==> src/hw/rtl/hrsd_pkg.sv <==
`default_nettype none
package hrsd_pkg;

   // Ring geometry: slot_position and assigned_slot are 4 bits wide, so the ring is fixed
   localparam int RING_SLOTS = 16;
   localparam int SLOT_W     = 4;
   localparam int PORT_W     = 16;
   localparam int HASH_W     = 32;

   typedef enum logic [1:0] {
      ACT_REGISTER   = 2'd0,
      ACT_UNREGISTER = 2'd1,
      ACT_QUERY      = 2'd2,
      ACT_RESERVED   = 2'd3
   } action_type;

   typedef enum logic {
      ST_IDLE,
      ST_READ
   } state_type;

   // Outcome of one ring search
   typedef struct packed {
      logic              hit;
      logic [SLOT_W-1:0] slot;
   } search_type;

endpackage
`default_nettype wire

==> src/hw/rtl/hash_ring_slot_directory.sv <==
`default_nettype none
// A request is searched and its port store entry read as it is taken from req_, and the result
// is loaded into the output register once that register is free; the next request waits until then.
// A finished result waits in the output register while the next item is taken.
// Reset: synchronous, active high; clears the used marks and the handshake state.
// The port store is not swept: only entries marked used are ever read, and those were written.
module hash_ring_slot_directory
   import hrsd_pkg::*;
(
   input  wire logic        clock,
   input  wire logic        reset,
   input  wire logic        req_tvalid,
   output logic             req_tready,
   // [15:0] server_port, [19:16] slot_position, [51:20] key_hash, [55:52] zero
   input  wire logic [55:0] req_tdata,
   // [1:0] action
   input  wire logic [1:0]  req_tuser,
   output logic             rsp_tvalid,
   input  wire logic        rsp_tready,
   // [3:0] assigned_slot, [4] slot_assigned, [20:5] found_port, [21] port_found, [23:22] zero
   output logic [23:0]      rsp_tdata
);

   state_type state_ff, state_in;

   logic [RING_SLOTS-1:0] marks_ff, marks_in;
   logic [PORT_W-1:0]     port_mem [RING_SLOTS];
   logic [PORT_W-1:0]     rd_data_ff;

   logic                  pend_hit_ff, pend_hit_in;
   logic                  pend_assigned_ff, pend_assigned_in;
   logic [SLOT_W-1:0]     pend_slot_ff, pend_slot_in;

   logic                  rsp_valid_ff, rsp_valid_in;
   logic [23:0]           rsp_data_ff, rsp_data_in;

   action_type            action;
   logic [PORT_W-1:0]     server_port;
   logic [SLOT_W-1:0]     slot_position;
   logic [HASH_W-1:0]     key_hash;

   logic                  req_xfer;
   logic                  out_free;
   logic [SLOT_W-1:0]     free_slot;
   logic                  ring_full;
   logic                  wr_en;
   logic [SLOT_W-1:0]     wr_addr;
   logic [PORT_W-1:0]     wr_data;
   logic                  search_en;
   logic [SLOT_W-1:0]     search_start;
   logic                  search_with_start;
   search_type            search;

   // Unpack the request
   assign action        = action_type'(req_tuser);
   assign server_port   = req_tdata[15:0];
   assign slot_position = req_tdata[19:16];
   assign key_hash      = req_tdata[51:20];

   assign req_xfer = req_tvalid && req_tready;
   assign out_free = !rsp_valid_ff || rsp_tready;

   // Find the lowest free slot
   always_comb begin
      free_slot = '0;
      for (int i = RING_SLOTS - 1; i >= 0; i--) begin
         if (!marks_ff[i]) begin
            free_slot = SLOT_W'(i);
         end
      end
      ring_full = &marks_ff;
   end

   // Decode the action: mark update, port store write and search setup
   always_comb begin
      marks_in          = marks_ff;
      wr_en             = 1'b0;
      wr_addr           = '0;
      wr_data           = '0;
      search_en         = 1'b0;
      search_start      = '0;
      search_with_start = 1'b0;
      pend_assigned_in  = pend_assigned_ff;
      pend_slot_in      = pend_slot_ff;
      if (req_xfer) begin
         pend_assigned_in = 1'b0;
         pend_slot_in     = '0;
         unique case (action)
            ACT_REGISTER: begin
               if (!ring_full) begin
                  marks_in[free_slot] = 1'b1;
                  wr_en               = 1'b1;
                  wr_addr             = free_slot;
                  wr_data             = server_port;
                  search_en           = 1'b1;
                  search_start        = free_slot;
                  pend_assigned_in    = 1'b1;
                  pend_slot_in        = free_slot;
               end
            end
            ACT_UNREGISTER: begin
               marks_in[slot_position] = 1'b0;
               wr_en                   = 1'b1;
               wr_addr                 = slot_position;
               search_en               = 1'b1;
               search_start            = slot_position;
            end
            ACT_QUERY: begin
               search_en         = 1'b1;
               search_start      = key_hash[SLOT_W-1:0];
               search_with_start = 1'b1;
            end
            default: begin
            end
         endcase
      end
   end

   // Search the marks as they stand after this item's update
   hrsd_ring_search u_search (
      .used_marks (marks_in),
      .start_slot (search_start),
      .with_start (search_with_start),
      .result     (search)
   );

   assign pend_hit_in = req_xfer ? (search_en && search.hit) : pend_hit_ff;

   // Port store: one write and one registered read per cycle
   always_ff @(posedge clock) begin
      if (wr_en) begin
         port_mem[wr_addr] <= wr_data;
      end
      if (req_xfer) begin
         rd_data_ff <= port_mem[search.slot];
      end
   end

   // Next state
   always_comb begin
      state_in = state_ff;
      unique case (state_ff)
         ST_IDLE: if (req_xfer) state_in = ST_READ;
         ST_READ: if (out_free) state_in = ST_IDLE;
         default: state_in = ST_IDLE;
      endcase
   end

   // Outputs and result register load
   always_comb begin
      req_tready   = 1'b0;
      rsp_valid_in = rsp_valid_ff && !rsp_tready;
      rsp_data_in  = rsp_data_ff;
      unique case (state_ff)
         ST_IDLE: req_tready = 1'b1;
         ST_READ: begin
            if (out_free) begin
               rsp_valid_in = 1'b1;
               rsp_data_in  = {2'b00, pend_hit_ff,
                               pend_hit_ff ? rd_data_ff : {PORT_W{1'b0}},
                               pend_assigned_ff, pend_slot_ff};
            end
         end
         default: begin
         end
      endcase
   end

   assign rsp_tvalid = rsp_valid_ff;
   assign rsp_tdata  = rsp_data_ff;

   // Control registers
   always_ff @(posedge clock) begin
      if (reset) begin
         state_ff     <= ST_IDLE;
         marks_ff     <= '0;
         rsp_valid_ff <= 1'b0;
      end else begin
         state_ff     <= state_in;
         marks_ff     <= marks_in;
         rsp_valid_ff <= rsp_valid_in;
      end
   end

   // Payload registers
   always_ff @(posedge clock) begin
      pend_hit_ff      <= pend_hit_in;
      pend_assigned_ff <= pend_assigned_in;
      pend_slot_ff     <= pend_slot_in;
      rsp_data_ff      <= rsp_data_in;
   end

endmodule
`default_nettype wire

==> src/hw/rtl/hrsd_ring_search.sv <==
`default_nettype none
module hrsd_ring_search
   import hrsd_pkg::*;
(
   input  wire logic [RING_SLOTS-1:0] used_marks,
   input  wire logic [SLOT_W-1:0]     start_slot,
   input  wire logic                  with_start,
   output search_type                 result
);

   logic [2*RING_SLOTS-1:0] doubled;
   logic [RING_SLOTS-1:0]   rotated;
   logic [SLOT_W-1:0]       offset;
   logic                    hit;

   // Rotate the marks so that the start slot sits at bit zero
   always_comb begin
      doubled = {used_marks, used_marks} >> start_slot;
      rotated = doubled[RING_SLOTS-1:0];
      if (!with_start) begin
         rotated[0] = 1'b0;
      end
   end

   // Pick the nearest used slot going round the ring
   always_comb begin
      hit    = 1'b0;
      offset = '0;
      for (int i = RING_SLOTS - 1; i >= 0; i--) begin
         if (rotated[i]) begin
            hit    = 1'b1;
            offset = SLOT_W'(i);
         end
      end
   end

   assign result.hit  = hit;
   assign result.slot = start_slot + offset;

endmodule
`default_nettype wire

==> config.mk <==
export PLATFORM = sky130hd
export DESIGN_NAME = hash_ring_slot_directory
export DESIGN_NICKNAME = d
export VERILOG_FILES = /design/src/hw/rtl/hrsd_pkg.sv /design/src/hw/rtl/hash_ring_slot_directory.sv /design/src/hw/rtl/hrsd_ring_search.sv
export SDC_FILE = /design/constraint.sdc
export NUM_CORES = 1
export LEC_CHECK = 0
export BUFFER_PORTS_ARGS = -buffer_cell sky130_fd_sc_hd__buf_2
export CORE_ASPECT_RATIO = 1.4
export CORE_MARGIN = 2
export CORE_UTILIZATION = 47
export CTS_CLUSTER_SIZE = 30
export DETAILED_ROUTE_END_ITERATION = 8
export MAX_ROUTING_LAYER = met4
export PLACE_DENSITY = 0.64
export SLEW_MARGIN = 30
export SYNTH_ARGS = -nofsm -noshare
export SYNTH_HDL_FRONTEND = slang
export SYNTH_HIERARCHICAL = 1
export SYNTH_SLANG_ARGS = --single-unit
==> constraint.sdc <==
create_clock -name clock -period 17.1 [get_ports clock]
set_input_delay 3.42 -clock clock [delete_from_list [all_inputs] [get_ports clock]]
set_output_delay 3.42 -clock clock [all_outputs]
set_load 0.02 [all_outputs]
==> results.py, run 1 <==
metrics = {
    "worst_setup_path": {
        "critPathLaunchType": "primary input",
        "cp.required_ns": 17.40,
        "crit_slowest_cell": "ha_4",
        "max_stage_delay_ns": 0.76,
        "path_class": "in -> reg",
        "endpoint_kind": "flip-flop",
        "worstPathMaxFanout": 36,
        "path_cells": "buf_2 -> inv_1 -> ha_1 -> nand3_1 -> a21oi_1 -> inv_1 -> o21a_1 -> a21oi_2 -> buf_4 -> mux4_2 -> mux2_2 -> a2111o_1 -> o311ai_1 -> o21ai_1 -> a32oi_1 -> o211ai_1 -> ha_4 -> buf_4 -> mux4_1 -> mux4_2",
        "arrival_ns": 9.71,
    },
    "sta": {
        "period_minus_slack_ns": 9.41,
        "hold_viol": 0,
        "rsz0062_at_grt": "false",
        "worstMarginPinSlew_ns": 0.935,
        "fmax_mhz": 106,
        "maxSlewHeadroom_pct": 37.7,
        "period_share_pct": 55.0,
        "fin_tns_setup_ns": 0,
        "fin_skew_ns": 0.0155,
        "slew_viol_final": 0,
        "setup-violations-final": 0,
    },
    "grt": {
        "grt_pass1_vias": 7665,
        "antenna_found_initial": 0,
        "grt_max_degree": 65,
        "gr-usage-all-layers_pct": 20.6,
        "grt_pass1_wl_um": 46700,
        "grt_overflow_total": 0,
    },
    "placement": {
        "hpwl_um": 19100,
        "port_buffers": 53,
        "gp_congestion": 0.857,
    },
    "floorplanning": {
        "die_w_um": 152,
        "die_h_um": 211,
        "initial_core_util_pct": 47.8,
        "core_area_mm2": 0.0300,
        "ios": 88,
        "core.rowCount": 75,
        "dieArea_mm2": 0.0320,
    },
    "status": {
        "outcome": "complete, no violations",
    },
    "synthesis": {
        "synth_edf_count": 300,
        "ys_async_sr_fraction_pct": 0,
        "ys_top_cells_by_area": "edfxtp_1 (63%), mux4_2 (12%), mux4_1 (4.4%), dfxtp_1 (2.5%), and2_1 (1.7%)",
        "yosys_warnings": 6,
        "ys_seq_area_share_pct": 65.3,
        "synth_largest_area_cell": "edfxtp_1",
        "synth_top_cell_area_share_pct": 62.8,
        "yosys_most_used_dff": "edfxtp_1",
        "ys_types": 79,
        "netlist_instances": 813,
        "mappedNetlistArea_mm2": 0.0144,
        "ys_seq_elements": 318,
        "avgSynthCellArea_um2": 17.7,
    },
    "clock_tree": {
        "cts_resized": 0,
        "cts_max_level": 1,
        "cts_made_buffers": 30,
        "clk_pin_slew_ns": 0.06,
        "cts-root-buf": "clkbuf_16",
        "postCtsSetupBuffers": 0,
        "cts_buffer_depth": 3,
        "cts.sinks": 318,
        "cts.hold.buffers_added": 0,
        "insertion_delay_ns": 0.57,
        "cts_tree": "done",
    },
    "finish": {
        "area_growth_pct": 11.9,
        "fill_cells": 2414,
        "drive_above_1_share_pct": 29.7,
        "num-nets-final": 954,
    },
    "detailed_routing": {
        "vias_per_cell": 5.90,
        "ant_nets": 0,
        "drtPass1Iterations": 5,
        "wl_um": 31200,
        "vias": 7631,
        "drt-initial-drc-count": 615,
        "route.detailed.drc": 0,
        "routedWlPerCell_um": 24.1,
    },
    "power": {
        "power_mw": 1.77,
        "power.density_mw_per_mm2": 110,
        "leakage_nw": 5.32,
        "peakVddDrop_mv": 0.0904,
    },
    "worst_hold_path": {
        "hold_class": "reg -> reg",
    },
    "job": {
        "cap_violations": 0,
    },
}
[sequential cells by signal (all words and copies together) (netlist names)]
| register | cells |
|---|---|
| state_ff | 1 |
| port_mem | 256 |
| pend_assigned_ff | 1 |
| pend_slot_ff | 4 |
| rd_data_ff | 16 |
| rsp_tvalid | 1 |
| marks_ff | 16 |
| rsp_tdata | 22 |
| pend_hit_ff | 1 |
[final timing paths]
check	depth (start not counted)	startpoint	to	slack, ns
worst max-delay path	20	req_tuser[0]	rd_data_ff[1]$_DFFE_PP_	7.69
worst max register to register	17	state_ff$_SDFF_PP0_	rd_data_ff[1]$_DFFE_PP_	10.34
worst min register to register	0	pend_slot_ff[3]$_SDFFCE_PN0P_	rsp_tdata[3]$_DFFE_PP_	0.41
worst min-delay path	0	pend_slot_ff[3]$_SDFFCE_PN0P_	rsp_tdata[3]$_DFFE_PP_	0.41
[final cells by class]
class                           instances  area [um^2]  area share, %
Antenna cell                            1         2.50         0.0156
Tap cell                              385          482           3.00
Multi-Input combinational cell        438         4630           28.8
Timing Repair Buffer                   81          515           3.21
Clock buffer                           32          758           4.72
Inverter                               15         56.3          0.350
Sequential cell                       318         9370           58.3
Clock inverter                         23          254           1.58
[placed cells by master (no fill, tap or decap), types with 7 or more instances in the layout]
cell type,netlist,layout
dfxtp_1,18,18
buf_2,7,53
clkinv_2,0,9
nand3_1,17,17
mux4_2,75,75
mux4_1,24,24
nor2_1,44,29
buf_4,4,26
edfxtp_1,300,300
mux2i_1,8,8
o21ai_0,15,15
a21oi_1,29,25
nor2_2,2,17
mux2_2,9,9
nor3_1,10,10
clkbuf_16,0,30
and2_1,38,38
nand2_1,50,50
nor2b_1,9,8
inv_1,15,15
o21ai_1,7,7
[synthesized netlist by cell type (6+ instances only)]
cell and number:
nand2_1 50, edfxtp_1 300, nor2b_1 9, buf_6 6, and2_1 38, mux4_2 75, dfxtp_1 18, clkbuf_8 8
nor2_1 44, nand3_1 17, mux2_2 9, mux2i_1 8, o21ai_0 15, o21ai_1 7, ha_1 7, mux4_1 24
buf_2 7, clkbuf_1 10, nor3_1 10, nand2b_1 6, a21oi_1 29, inv_1 15
[where the power goes]
part           total [mW]  internal (mW)  leakage, nW  switching (mW)
Sequential          0.875          0.869         2.93         0.00599
Combinational       0.207          0.107         1.89           0.100
Clock               0.685          0.397        0.497           0.288
[cells by family after synthesis]
| family | after synthesis | share of synthesized area, % |
|---|---|---|
| muxes | 122 | 18.0 |
| buffers and inverters | 58 | 3.28 |
| and+or+nand+nor | 204 | 7.58 |
| xor gates and xnor gates | 3 | 0.183 |
| adders and majority gates | 8 | 0.750 |
| AOI/OAI and AO/OA | 99 | 4.95 |
| DFF | 318 | 65.3 |
| other | 1 | 0.0261 |
[stage by stage]
stage	cell area [um^2]	instances	utilization (%)	worst slack [ns]	hold slack, ns
2_1_floorplan	14400	814	-	8.63	0.400
3_3_place_gp	15000	1235	49.9	7.01	0.406
3_5_place_dp	15000	1236	50.0	7.04	0.407
4_1_cts	16000	1291	53.4	7.61	0.417
5_1_grt	16100	1292	53.5	7.12	0.427
6_report	16100	1293	53.5	7.69	0.413
[layer usage]
| layer | wire length, um | GRT usage, % |
|---|---|---|
| met5 | 0 | - |
| met4 | 860 | 6.55 |
| met3 | 1370 | 2.29 |
| met2 | 16000 | 34.0 |
| met1 | 13000 | 26.8 |
[critical path, delay by kind of cell]
family	cells	cell delay [ns]
AND/OR/NAND/NOR	1	0.19
buffers and inverters	5	1.22
adder cells (fa/ha/maj)	2	1.15
multiplexers	4	2.09
AO/OA/AOI/OAI	8	1.61
No activity file was read; power rests on OpenSTA's default activity.
==> run 2: changes to the inputs <==
Settings changed: ABC_AREA set to 1.
Clock period 17.1 ns to 9.6 ns, I/O delays scaled along.
==> run 2 against run 1 <==
Effect of this change: synthesized cell count rose by 62%; synthesized area up 3.3%; count of clock-buffer cells in the layout rose by 1; via count is 27% higher; first-iteration DRC count up 22%; sequential share of layout area decreased by 1.5 points; register-to-register slack worse by 7.4 ns; hold slack better by 0.014 ns; total power is 97% higher; die area grew 3.2%; non-clock buffer count rose by 7.
==> results.py, run 2 <==
metrics = {
    "clock_tree": {
        "cts_buffer_depth": 3,
        "postCtsSetupBuffers": 0,
        "cts.hold.buffers_added": 0,
        "cts-root-buf": "clkbuf_16",
        "cts_tree": "done",
        "cts_resized": 0,
        "cts.sinks": 318,
        "insertion_delay_ns": 0.57,
        "cts_max_level": 1,
        "cts_made_buffers": 29,
        "clk_pin_slew_ns": 0.07,
    },
    "power": {
        "power.density_mw_per_mm2": 211,
        "power_mw": 3.48,
        "leakage_nw": 6.46,
        "peakVddDrop_mv": 0.134,
    },
    "worst_setup_path": {
        "path_class": "in -> reg",
        "critPathLaunchType": "primary input",
        "arrival_ns": 7.94,
        "timing.rr.start": "state_ff$_SDFF_PP0_",
        "cp.required_ns": 9.87,
        "crit_top_cell": "nand2_1",
        "crit_slowest_cell": "clkinv_1",
        "worstPathMaxFanout": 64,
        "crit_start": "req_tvalid",
        "max_stage_delay_ns": 1.00,
        "endpoint_kind": "flip-flop",
    },
    "synthesis": {
        "ys_seq_elements": 318,
        "yosysMostFrequentCell": "edfxtp_1",
        "yosys_most_used_dff": "edfxtp_1",
        "synth_common_cells": "edfxtp_1 (300), nand2_1 (196), inv_1 (150), o21ai_0 (99), a21oi_1 (88)",
        "ys_types": 49,
        "yosys_warnings": 6,
        "netlist_instances": 1314,
        "avgSynthCellArea_um2": 11.3,
        "ys_top_cells_by_area": "edfxtp_1 (61%), nand2_1 (5.0%), mux2i_1 (4.3%), inv_1 (3.8%), o211ai_1 (3.4%)",
        "ys_seq_area_share_pct": 63.2,
        "ys_async_sr_fraction_pct": 0,
        "synth_edf_count": 300,
        "synth_top_cell_area_share_pct": 60.8,
        "mappedNetlistArea_mm2": 0.0148,
        "synth_largest_area_cell": "edfxtp_1",
    },
    "finish": {
        "num_antenna_cells": 0,
        "top_register": "port_mem",
        "mostFrequentLayoutCells": "edfxtp_1 (300), nand2_1 (196), inv_1 (149), o21ai_0 (99), a21oi_1 (85)",
        "num-nets-final": 1431,
        "fin_area_mm2": 0.0165,
        "area_growth_pct": 11.3,
        "final_common_cell": "edfxtp_1",
        "utilization_pct": 53.4,
        "drive_above_1_share_pct": 17.3,
        "largest_reg_flops": 256,
    },
    "job": {
        "cap_violations": 0,
    },
    "sta": {
        "fin_skew_ns": 0.0152,
        "period_minus_slack_ns": 7.67,
        "fmax_mhz": 130,
        "fin_tns_setup_ns": 0,
        "period_share_pct": 79.9,
        "rsz0062_at_grt": "false",
        "slew_viol_final": 0,
        "setup-violations-final": 0,
        "worst_slack_ns": 1.93,
        "hold_viol": 0,
        "maxSlewHeadroom_pct": 33.4,
        "worstMarginPinSlew_ns": 0.996,
    },
    "detailed_routing": {
        "route.detailed.drc": 0,
        "vias_per_cell": 5.49,
        "drt-initial-drc-count": 748,
        "wl_um": 36200,
        "drtPass1Iterations": 5,
        "ant_nets": 0,
        "routedWlPerCell_um": 20.5,
        "vias": 9715,
    },
    "worst_hold_path": {
        "hold_path.startpoint": "pend_slot_ff[3]$_SDFFCE_PN0P_",
        "hold_class": "reg -> reg",
    },
    "grt": {
        "antenna_found_initial": 0,
        "gr-usage-all-layers_pct": 22.7,
        "grt_pass1_wl_um": 55500,
        "grt_pass1_vias": 9513,
        "grt_max_degree": 65,
        "grt_overflow_total": 0,
    },
    "floorplanning": {
        "core_area_mm2": 0.0309,
        "die_w_um": 154,
        "die_h_um": 214,
        "initial_core_util_pct": 48.0,
        "dieArea_mm2": 0.0330,
        "core.rowCount": 76,
        "ios": 88,
    },
    "placement": {
        "port_buffers": 53,
        "hpwl_um": 22200,
        "post-place-ws_ns": 1.45,
        "gp_congestion": 0.905,
        "dpl_cell_area_mm2": 0.0156,
    },
    "status": {
        "outcome": "complete, no violations",
    },
}
-- run 2: cell types whose count changed in the layout (fill, tap and decap cells not counted), sizes merged, moves of 37 or more --
| cell | before | now |
|---|---|---|
| inv | 15 | 162 |
| o21ai | 23 | 111 |
| nand2 | 52 | 222 |
| mux4 | 99 | 0 |
| a21oi | 33 | 92 |
| nand3 | 17 | 100 |
| and2 | 38 | 1 |
| o211ai | 2 | 67 |
| mux2i | 10 | 64 |
-- run 2: stage by stage --
stage	hold WS (ns)	cells
6_report	0.428	1771
5_1_grt	0.431	1771
4_1_cts	0.426	1771
3_5_place_dp	0.410	1720
3_3_place_gp	0.401	1720
2_1_floorplan	0.400	1315
-- run 2: critical path, delay by kind of cell --
kind / cells / cell delay, ns
simple gates: 21 / 2.58
fa+ha+maj: 2 / 0.74
buf+inv: 4 / 1.90
compound gates: 6 / 0.77
-- run 2: cell families (layout without fill, tap and decap cells) --
kind of cell | count (synthesis) | in the layout | share of synthesized area, %
XOR/XNOR | 3 | 3 | 0.177
flip-flops | 318 | 318 | 63.2
adder cells (fa/ha/maj) | 8 | 8 | 0.726
AND/OR/NAND/NOR | 399 | 399 | 13.3
other | 1 | 2 | 0.0253
multiplexers | 64 | 64 | 4.32
buffers and inverters | 236 | 302 | 6.90
AO/OA/AOI/OAI | 285 | 285 | 11.4
-- run 2: cell type report --
cell class	count	area, um^2
repair buffers	88	553
fillers	2651	14400
well taps	390	488
multi-input cells	761	4540
clock inverters	18	185
flip-flops and latches	318	9370
inverters	163	624
clock buffers	33	741
-- run 2: where the power goes --
group          internal (mW)  switching, mW  total [mW]
clock                  0.635          0.506        1.14
sequential              1.57         0.0127        1.58
combinational          0.250          0.505       0.755
-- run 2: routing by layer --
metal  part of all wire (%)  global-route usage [%]  vias to the layer above
li1                       -                       -                     4703
met3                    4.0                    2.26                       74
met5                      0                       -                        -
met2                     52                    39.4                      245
met1                     40                    27.4                     4693
met4                    4.0                    9.03                        0
-- run 2: path summary, 6_finish.rpt --
path | slack, ns | depth (start not counted) | endpoint
setup / recovery | 1.93 | 33 | rd_data_ff[14]$_DFFE_PP_
hold / removal | 0.43 | 0 | rsp_tdata[3]$_DFFE_PP_
setup reg to reg | 2.95 | 33 | rd_data_ff[14]$_DFFE_PP_
hold reg to reg | 0.43 | 0 | rsp_tdata[3]$_DFFE_PP_
==> run 3: changes to the inputs <==
Settings changed: PLACE_DENSITY 0.64 to 0.67.
Clock period 9.6 ns to 6.8 ns, I/O delays scaled along.
==> run 3 against run 2 <==
Effect of this change: final cell count increased by 0.68%; non-clock buffer count increased by 7; total power is 43% higher; global-route usage shrank 0.60 points; count of clock-buffer cells in the layout increased by 3; hold slack worse by 0.0078 ns; cell area increased by 0.89%; sequential power rose by 42%; largest power group unchanged; highest routed layer unchanged.
==> results.py, run 3 (same netlist as run 2, synthesis figures left out) <==
metrics = {
    "detailed_routing": {
        "vias_per_cell": 5.49,
        "routedWlPerCell_um": 19.9,
        "drt-initial-drc-count": 762,
        "drtPass1Iterations": 4,
        "wl_um": 35400,
        "route.detailed.drc": 0,
        "ant_nets": 0,
        "vias": 9789,
    },
    "grt": {
        "antenna_found_initial": 0,
        "grt_overflow_total": 0,
        "gr-usage-all-layers_pct": 22.1,
        "grt_max_degree": 74,
        "grt_pass1_wl_um": 54000,
        "grt_pass1_vias": 9499,
    },
    "clock_tree": {
        "cts_resized": 0,
        "cts-root-buf": "clkbuf_16",
        "cts_made_buffers": 31,
        "cts.hold.buffers_added": 0,
        "cts_buffer_depth": 3,
        "cts_max_level": 1,
        "cts_tree": "done",
        "insertion_delay_ns": 0.57,
        "clk_pin_slew_ns": 0.06,
        "postCtsSetupBuffers": 0,
        "cts.sinks": 318,
    },
    "floorplanning": {
        "die_w_um": 154,
        "die_h_um": 214,
        "initial_core_util_pct": 48.0,
        "dieArea_mm2": 0.0330,
        "core.rowCount": 76,
        "core_area_mm2": 0.0309,
        "ios": 88,
    },
    "finish": {
        "fill_cells": 2588,
        "num_antenna_cells": 0,
        "top_register": "port_mem",
        "multi_input_area_mm2": 0.00453,
        "largest_reg_flops": 256,
        "area_growth_pct": 12.3,
        "fin_cells": 1783,
        "final_common_cell": "edfxtp_1",
        "register_area_mm2": 0.00937,
        "drive_above_1_share_pct": 17.7,
        "num-nets-final": 1440,
        "mostFrequentLayoutCells": "edfxtp_1 (300), nand2_1 (196), inv_1 (149), o21ai_0 (99), a21oi_1 (85)",
    },
    "power": {
        "power_mw": 4.97,
        "power.density_mw_per_mm2": 299,
        "leakage_nw": 6.54,
        "peakVddDrop_mv": 0.195,
    },
    "worst_setup_path": {
        "max_stage_delay_ns": 0.61,
        "arrival_ns": 6.18,
        "crit_top_cell": "nand2_1",
        "rrSetupSlack_ns": 1.36,
        "worstPathMaxFanout": 31,
        "cp.required_ns": 7.10,
        "endpoint_kind": "flip-flop",
        "critPathLaunchType": "primary input",
        "path_class": "in -> reg",
        "crit_slowest_cell": "fa_2",
    },
    "sta": {
        "rsz0062_at_grt": "false",
        "worst_slack_ns": 0.919,
        "period_share_pct": 86.5,
        "period_minus_slack_ns": 5.88,
        "fin_tns_setup_ns": 0,
        "setup-violations-final": 0,
        "maxSlewHeadroom_pct": 39.9,
        "hold_viol": 0,
        "slew_viol_final": 0,
        "worstMarginPinSlew_ns": 0.898,
        "fin_skew_ns": 0.0132,
        "fmax_mhz": 170,
    },
    "placement": {
        "dp.cells": 1727,
        "post-place-ws_ns": 0.324,
        "hpwl_um": 22600,
        "port_buffers": 53,
        "gp_congestion": 0.918,
    },
    "job": {
        "cap_violations": 0,
    },
    "status": {
        "outcome": "complete, no violations",
    },
    "worst_hold_path": {
        "hold_class": "reg -> reg",
    },
}
[run 3: cell types whose count changed in the layout (fill, tap and decap cells not counted), sizes merged]
cell,previous run,this run
buf,88,95
clkbuf,33,36
clkinv,13,14
inv,162,163
[run 3: cell type report]
type,instances,area share [%]
Timing Repair Buffer,95,3.86
Tap cell,390,2.93
Clock inverter,20,1.17
Clock buffer,36,4.77
Inverter,163,3.75
Sequential cell,318,56.3
Multi-Input combinational cell,761,27.2
[run 3: layer usage]
layer | GRT usage, % | share of wire (%) | routed length (um)
met5 | - | 0 | 0
met4 | 8.88 | 3.9 | 1380
met3 | 2.36 | 4.8 | 1720
met2 | 39.0 | 52 | 18400
met1 | 25.9 | 39 | 13900
[run 3: path summary, 6_finish.rpt]
kind	from	endpoint	depth (start not counted)
worst max-delay path	req_tvalid	rd_data_ff[1]$_DFFE_PP_	33
worst min-delay path	pend_slot_ff[1]$_SDFFCE_PN0P_	rsp_tdata[1]$_DFFE_PP_	0
worst max register to register	marks_ff[14]$_SDFF_PP0_	rd_data_ff[1]$_DFFE_PP_	44
worst min register to register	pend_slot_ff[1]$_SDFFCE_PN0P_	rsp_tdata[1]$_DFFE_PP_	0
[run 3: worst max-delay path, delay by kind of cell]
kind	cells	cell delay (ns)
AO/OA/AOI/OAI	6	0.74
adder cells (fa/ha/maj)	2	0.79
buffers and inverters	4	1.17
AND/OR/NAND/NOR	21	2.11
[run 3: where the power goes]
group,internal (mW),switching [mW]
registers,2.21,0.0218
logic,0.374,0.696
clock network,0.952,0.714
[run 3: per-stage QoR]
stage	area, um^2	util [%]	hold slack, ns
after floorplan	14800	-	0.400
after global placement	15700	50.7	0.408
after detailed placement	15700	50.7	0.407
after CTS	16600	53.9	0.422
after global routing	16600	53.9	0.426
final	16600	53.9	0.420
